**src/hdl/rmq_pkg.sv**
```systemverilog
`timescale 1ns / 1ps
// Shared constants, sideband types and the output saturation function of the
// rotation matrix to quaternion pipeline. Depends on nothing.
package rmq_pkg;

	localparam int FRAC_BITS  = 16;
	localparam int IN_W       = 18;
	localparam int OUT_W      = 18;
	localparam int N_IN       = 9;
	localparam int N_LANE     = 3;
	localparam int IN_DATA_W  = ((N_IN * IN_W + 7) / 8) * 8;
	localparam int OUT_DATA_W = ((4 * OUT_W + 7) / 8) * 8;
	localparam int USER_W     = 3;

	localparam int TR_W   = IN_W + 2;
	localparam int ARG_W  = ((FRAC_BITS + 2 > IN_W + 2) ? FRAC_BITS + 2 : IN_W + 2) + 1;
	localparam int RW     = (ARG_W - 1 + FRAC_BITS + 1) / 2;
	localparam int SQ_W   = 2 * RW;
	localparam int REM_W  = RW + 2;
	localparam int NUM_W  = IN_W + 1;
	localparam int DW     = NUM_W + FRAC_BITS;

	localparam logic signed [ARG_W-1:0] ONE_ARG = ARG_W'(64'd1 << FRAC_BITS);

	localparam logic [1:0] BR_TRACE = 2'd0;
	localparam logic [1:0] BR_X     = 2'd1;
	localparam logic [1:0] BR_Y     = 2'd2;
	localparam logic [1:0] BR_Z     = 2'd3;

	typedef struct packed {
		logic [1:0]                    sel;
		logic                          invalid;
		logic [N_LANE-1:0]             neg;
		logic [N_LANE-1:0][NUM_W-1:0]  mag;
	} sq_side_t;

	typedef struct packed {
		logic [1:0]        sel;
		logic              invalid;
		logic [N_LANE-1:0] neg;
		logic [RW-1:0]     quarter;
	} div_side_t;

	function automatic logic [OUT_W-1:0] sat_out(input logic neg, input logic [DW-1:0] mag);
		logic [DW-1:0] pos_lim;
		logic [DW-1:0] neg_lim;
		logic [OUT_W-1:0] res;
		pos_lim = DW'((64'd1 << (OUT_W - 1)) - 64'd1);
		neg_lim = DW'(64'd1 << (OUT_W - 1));
		if (!neg) begin
			res = (mag > pos_lim) ? pos_lim[OUT_W-1:0] : mag[OUT_W-1:0];
		end else begin
			res = (mag > neg_lim) ? neg_lim[OUT_W-1:0] : (~mag[OUT_W-1:0] + OUT_W'(1));
		end
		return res;
	endfunction

endpackage

```
**src/hdl/rmq_sqrt.sv**
```systemverilog
`timescale 1ns / 1ps
// Pipelined integer square root, one result bit per register stage.
// Depends on rmq_pkg for widths and the sideband type.
module rmq_sqrt (
	input  logic                         clk,
	input  logic                         arst_n,
	input  logic                         en,
	input  logic                         in_vld,
	input  logic [rmq_pkg::SQ_W-1:0]     in_x,
	input  rmq_pkg::sq_side_t            in_side,
	output logic                         out_vld,
	output logic [rmq_pkg::RW-1:0]       out_root,
	output rmq_pkg::sq_side_t            out_side
);

	logic                          vld_s  [1:rmq_pkg::RW];
	logic [rmq_pkg::SQ_W-1:0]      x_s    [1:rmq_pkg::RW];
	logic [rmq_pkg::REM_W-1:0]     rem_s  [1:rmq_pkg::RW];
	logic [rmq_pkg::RW-1:0]        root_s [1:rmq_pkg::RW];
	rmq_pkg::sq_side_t             side_s [1:rmq_pkg::RW];

	for (genvar k = 0; k < rmq_pkg::RW; k++) begin : g_stage
		logic                      vld_c;
		logic [rmq_pkg::SQ_W-1:0]  x_c;
		logic [rmq_pkg::REM_W-1:0] rem_c;
		logic [rmq_pkg::RW-1:0]    root_c;
		rmq_pkg::sq_side_t         side_c;
		logic [rmq_pkg::REM_W-1:0] cur;
		logic [rmq_pkg::REM_W-1:0] trial;
		logic                      ge;

		if (k == 0) begin : g_first
			assign vld_c  = in_vld;
			assign x_c    = in_x;
			assign rem_c  = '0;
			assign root_c = '0;
			assign side_c = in_side;
		end else begin : g_next
			assign vld_c  = vld_s[k];
			assign x_c    = x_s[k];
			assign rem_c  = rem_s[k];
			assign root_c = root_s[k];
			assign side_c = side_s[k];
		end

		assign cur   = {rem_c[rmq_pkg::RW-1:0], x_c[rmq_pkg::SQ_W-1 -: 2]};
		assign trial = {root_c, 2'b01};
		assign ge    = cur >= trial;

		always_ff @(posedge clk or negedge arst_n) begin
			if (!arst_n) begin
				vld_s[k+1] <= 1'b0;
			end else if (en) begin
				vld_s[k+1] <= vld_c;
			end
		end

		always_ff @(posedge clk) begin
			if (en) begin
				x_s[k+1]    <= {x_c[rmq_pkg::SQ_W-3:0], 2'b00};
				rem_s[k+1]  <= ge ? (cur - trial) : cur;
				root_s[k+1] <= {root_c[rmq_pkg::RW-2:0], ge};
				side_s[k+1] <= side_c;
			end
		end
	end

	assign out_vld  = vld_s[rmq_pkg::RW];
	assign out_root = root_s[rmq_pkg::RW];
	assign out_side = side_s[rmq_pkg::RW];

`ifndef SYNTHESIS
	a_rem_bound: assert property (@(posedge clk) disable iff (!arst_n)
		vld_s[rmq_pkg::RW] |-> rem_s[rmq_pkg::RW] <= {1'b0, root_s[rmq_pkg::RW], 1'b0})
		else $error("square root remainder exceeds twice the root");
`endif

endmodule

```
**config.mk**
```make
export PLATFORM = sky130hd
export DESIGN_NAME = rmq_sqrt
export DESIGN_NICKNAME = d
export VERILOG_FILES = /design/src/hdl/rmq_pkg.sv /design/src/hdl/rmq_sqrt.sv
export SDC_FILE = /design/constraint.sdc
export NUM_CORES = 2
export LEC_CHECK = 0
export BUFFER_PORTS_ARGS = -buffer_cell sky130_fd_sc_hd__buf_2
export CORE_MARGIN = 8
export CORE_UTILIZATION = 45
export DETAILED_ROUTE_END_ITERATION = 10
export MAX_ROUTING_LAYER = met4
export SKIP_LAST_GASP = 1
export SLEW_MARGIN = 15
export SYNTH_ARGS = -nofsm -noshare
export SYNTH_HDL_FRONTEND = slang
export SYNTH_SLANG_ARGS = --single-unit
```
**constraint.sdc**
```tcl
create_clock -name clk -period 3.2 [get_ports clk]
set_input_delay 0 -clock clk [delete_from_list [all_inputs] [get_ports clk]]
set_output_delay 0 -clock clk [all_outputs]
set_load 0.02 [all_outputs]
```
# Yosys cells after proc, flatten, opt, wreduce, memory -nomap -nowiden
# Memory sizes are Yosys's and may differ from the RTL's.
# Index checks and enable logic that the tools add are counted.
dict set report word_totals {
  reg_bits 18
  latch_bits 0
  ram_bits 2430
  mem_bits_ro 0
  input_bits 103
  output_inout_bits 82
  elab_cells 78
  n_memories 4
}
# memory words word_bits read_ports rd_ports_with_merged_regs wr line
set memory_table {}
lappend memory_table {side_s 18 63 18 0 18 rmq_sqrt.sv:20} ;# rmq_pkg::sq_side_t side_s [1:rmq_pkg::RW];
lappend memory_table {x_s 18 34 17 0 18 rmq_sqrt.sv:17} ;# logic [rmq_pkg::SQ_W-1:0] x_s [1:rmq_pkg::RW];
lappend memory_table {rem_s 18 20 17 0 18 rmq_sqrt.sv:18} ;# logic [rmq_pkg::REM_W-1:0] rem_s [1:rmq_pkg::RW];
lappend memory_table {root_s 18 18 18 0 18 rmq_sqrt.sv:19} ;# logic [rmq_pkg::RW-1:0] root_s [1:rmq_pkg::RW];
dict set report classes {
  n_addsub 18
  multipliers 0
  div_mod_pow 0
  n_lt_le_gt_ge 18
  n_eq_ne 0
  n_shift 0
  mux 20
  bitwise_logic 0
  n_reduce_logical 0
}
# cell n
set op_table {}
lappend op_table {{20-bit 2-to-1 mux} 18}
lappend op_table {{20-bit greater-or-equal comparator} 17}
lappend op_table {{20-bit subtractor} 17}
lappend op_table {{2-bit by 1-bit subtractor with 3-bit output, second input constant} 1}
lappend op_table {{2-bit by 1-bit greater-or-equal comparator with 1-bit output, second input constant} 1}
lappend op_table {{1-bit 2-to-1 mux} 2}

# Depth between registers and ports, before layout
# An unclocked memory read counts as a cell.
dict set report depth {
  ltp_word 3
  ltp_mapped 12
  ltp_nobuf 10
}

# Least setup slack after synthesis
# Ideal clock, no wire load.
dict set report synth_timing {
  kind {flip-flop to flip-flop}
  from {register rem_s[1][40] (netlist name)}
  to {register rem_s[1][65] (netlist name)}
  setup_time_ns 0.267
  t_arrival_ns 2.542
  required_ns 2.933
  setup_slack_ns 0.391
  path_stages_with_launch 9
  path_buffers 1
  period_less_slack_ns 2.809
  cell_sequence {edfxtp_1 > ha_1 > nor2b_1 > o31a_1 > o31ai_1 > a21oi_1 > nor3b_1 > clkbuf_1 > o21ai_1}
}

==> qor.yml <==
drt_iter0_drc: 2047
crit_fanout: 17
end_kind: "flop"
vias_per_cell: 4.81
synth_edf_count: 1897
port-buffer-count: 184
start_util: 0.452
status: "complete, no violations"
cts_tree: "done"
wl_per_cell_um: 15.0
critPathMaxStageDelay_ns: 0.43
ys_warn_count: 0
cts_resized: 0
gp_congestion: 0.877
cp.arrival_ns: 3.44
grt.overflow.total: 0
antennaDiodeCount: 0
die_w_um: 409
ys_seq_elements: 1915
max_cap_violations: 0
dieArea_um2: 168000
synthesis.area_um2: 69600
clock.fmax_ghz: 0.346
total_leakage_power_nw: 29.9
ys_types: 66
dp.final_hpwl_um: 61200
min_path_type: "in2async"
clock_path_buffers: 3
vias: 31900
nFillCells: 12100
mostFrequentLayoutCells: "edfxtp_1, inv_1, dlygate4sd3_1"
rows: 144
syn_inst: 3812
drc: 0
report.final.slew_viol_count: 0
coreArea_um2: 154000
cts.clk_slew.worst_paths_ns: 0.06
grt_usage: 0.120
ioPinCount: 185
cp.required_ns: 3.75
finalClockSkew_ns: 0.0497
die_h_um: 409
postRouteAntennaNets: 0
hold_viol: 0
ys_seq_area_frac: 0.825
rsz0062_at_grt: "no"
path_common_cell: "o21a_1"
cts_root_buf: "clkbuf_16"
async_flop_share: 0.00940
clock_sinks: 1915
cts_buffers: 191
clk_latency_ns: 0.80
ys.flop_type: "edfxtp_1"
critPathSlowestCell: "ha_1"
power_density_nw_per_um2: 718
postSynthAreaPerCell_um2: 18.3
nNetsFinal: 4726
routed_wl_um: 99600
grt_max_degree: 114
drive_gt1_frac: 0.128
utilization: 0.536
dr.pass1.iters: 6
syn_nets: 4105
min_period_over_period: 0.904
antenna_found_initial: 0
layout_min_cycle_time_ns: 2.89
timing.critical_path.from: "rem_s[2][12]"
worstSetupPathType: "reg2reg"
tns_ns: 0
vdd_drop_max_v: 0.000668
first_global_vias: 32600
cp_cell_sequence: "ha_1 > and3_1 > a221o_1 > a31oi_1 > o21a_1 > o21a_1 > inv_2 > mux2_1"
slew_headroom: 0.466
grt_pass1_wl_um: 162000
tightest_slew_ns: 0.798
setup_violations: 0
area.growth.synth_to_final_pct: 18.5
htree_levels: 4
final_common_cell: "edfxtp_1"
cp-start-kind: "flop"
rr_startpoint: "rem_s[2][12]"
stage by stage:
stage               cell area, µm²  worst slack (ns)  total power, W  cells  hold slack [ns]
finish                       82500             0.309          0.0592   6634            0.355
global route                 82500             0.102          0.0619   6634            0.319
CTS                          82500             0.298          0.0601   6634            0.287
detailed placement           73900             0.322          0.0368   6080          -0.0458
global placement             73900             0.316          0.0367   6080          -0.0578
floorplan                    69600             0.391          0.0348   3812           -0.296
cells by family after synthesis:
group / count (synthesis) / synth area share
simple gates: 654 / 0.0461
mux: 49 / 0.00784
other cells: 1 / 0.0000539
compound gates: 523 / 0.0457
fa+ha+maj: 190 / 0.0341
xor+xnor: 215 / 0.0271
flops: 1915 / 0.825
buf+inv: 265 / 0.0143
critical path, delay by kind of cell (launching register included):
kind	cells	cell delay, ns
simple gates	1	0.26
flops	1	0.40
fa+ha+maj	1	0.43
buf+inv	1	0.20
compound gates	4	0.98
mux	1	0.36
registers in the layout, summed over array words and instances (netlist names):
register / flops
root_s: 171
out_vld: 1
g_stage.vld_c: 17
side_s: 1134
rem_s: 286
x_s: 306
cells in the mapped netlist (39+ instances only):
| cell | n | area share |
|---|---|---|
| o21ai_0 | 42 | 0.0030 |
| o21ai_1 | 103 | 0.0074 |
| nor3_1 | 72 | 0.0052 |
| a21oi_1 | 164 | 0.012 |
| nand2_1 | 168 | 0.0091 |
| nand2b_1 | 47 | 0.0042 |
| nor2_1 | 170 | 0.0092 |
| a21o_1 | 39 | 0.0042 |
| xor2_1 | 102 | 0.013 |
| inv_1 | 214 | 0.012 |
| xnor2_1 | 113 | 0.014 |
| edfxtp_1 | 1897 | 0.82 |
| ha_1 | 190 | 0.034 |
path summary, 6_finish.rpt:
check                      slack, ns                end  depth (start not counted)
max reg2reg                     0.31       rem_s[2][32]                          8
min                             0.36  g_stage[10].vld_c                          3
min in group clk                0.36     side_s[0][185]                          2
max                             0.31       rem_s[2][32]                          8
min reg2reg                     0.40     side_s[0][793]                          0
max in group asynchronous       2.34            out_vld                          3
final cells by class:
type | instances | area, µm² | area share
well taps | 2044 | 2560 | 0.0310
flip-flops and latches | 1915 | 57400 | 0.696
repair buffers | 466 | 3850 | 0.0467
clock buffers | 228 | 4970 | 0.0603
multi-input cells | 1632 | 11200 | 0.136
inverters | 227 | 852 | 0.0103
clock inverters | 122 | 1600 | 0.0194
repair_timing:
action	in CTS	in global routing
hold buffers	204	0
hold endpoints to repair	575	0
buffers inserted	0	0
setup endpoints to repair	0	0
where the power goes:
group / switching, W / internal [W]
clock: 0.00919 / 0.0136
sequential: 0.000848 / 0.0302
combinational: 0.00308 / 0.00233
total: 0.0131 / 0.0461
metal layers:
metal  track usage  routed length, µm  vias up
met5             -                  0        -
met1         0.142              42700    15300
met2         0.202              49700      532
met4        0.0479               3220        0
li1              -                  -    15800
met3        0.0268               3940      233
Power figures use the tool's default switching activity.
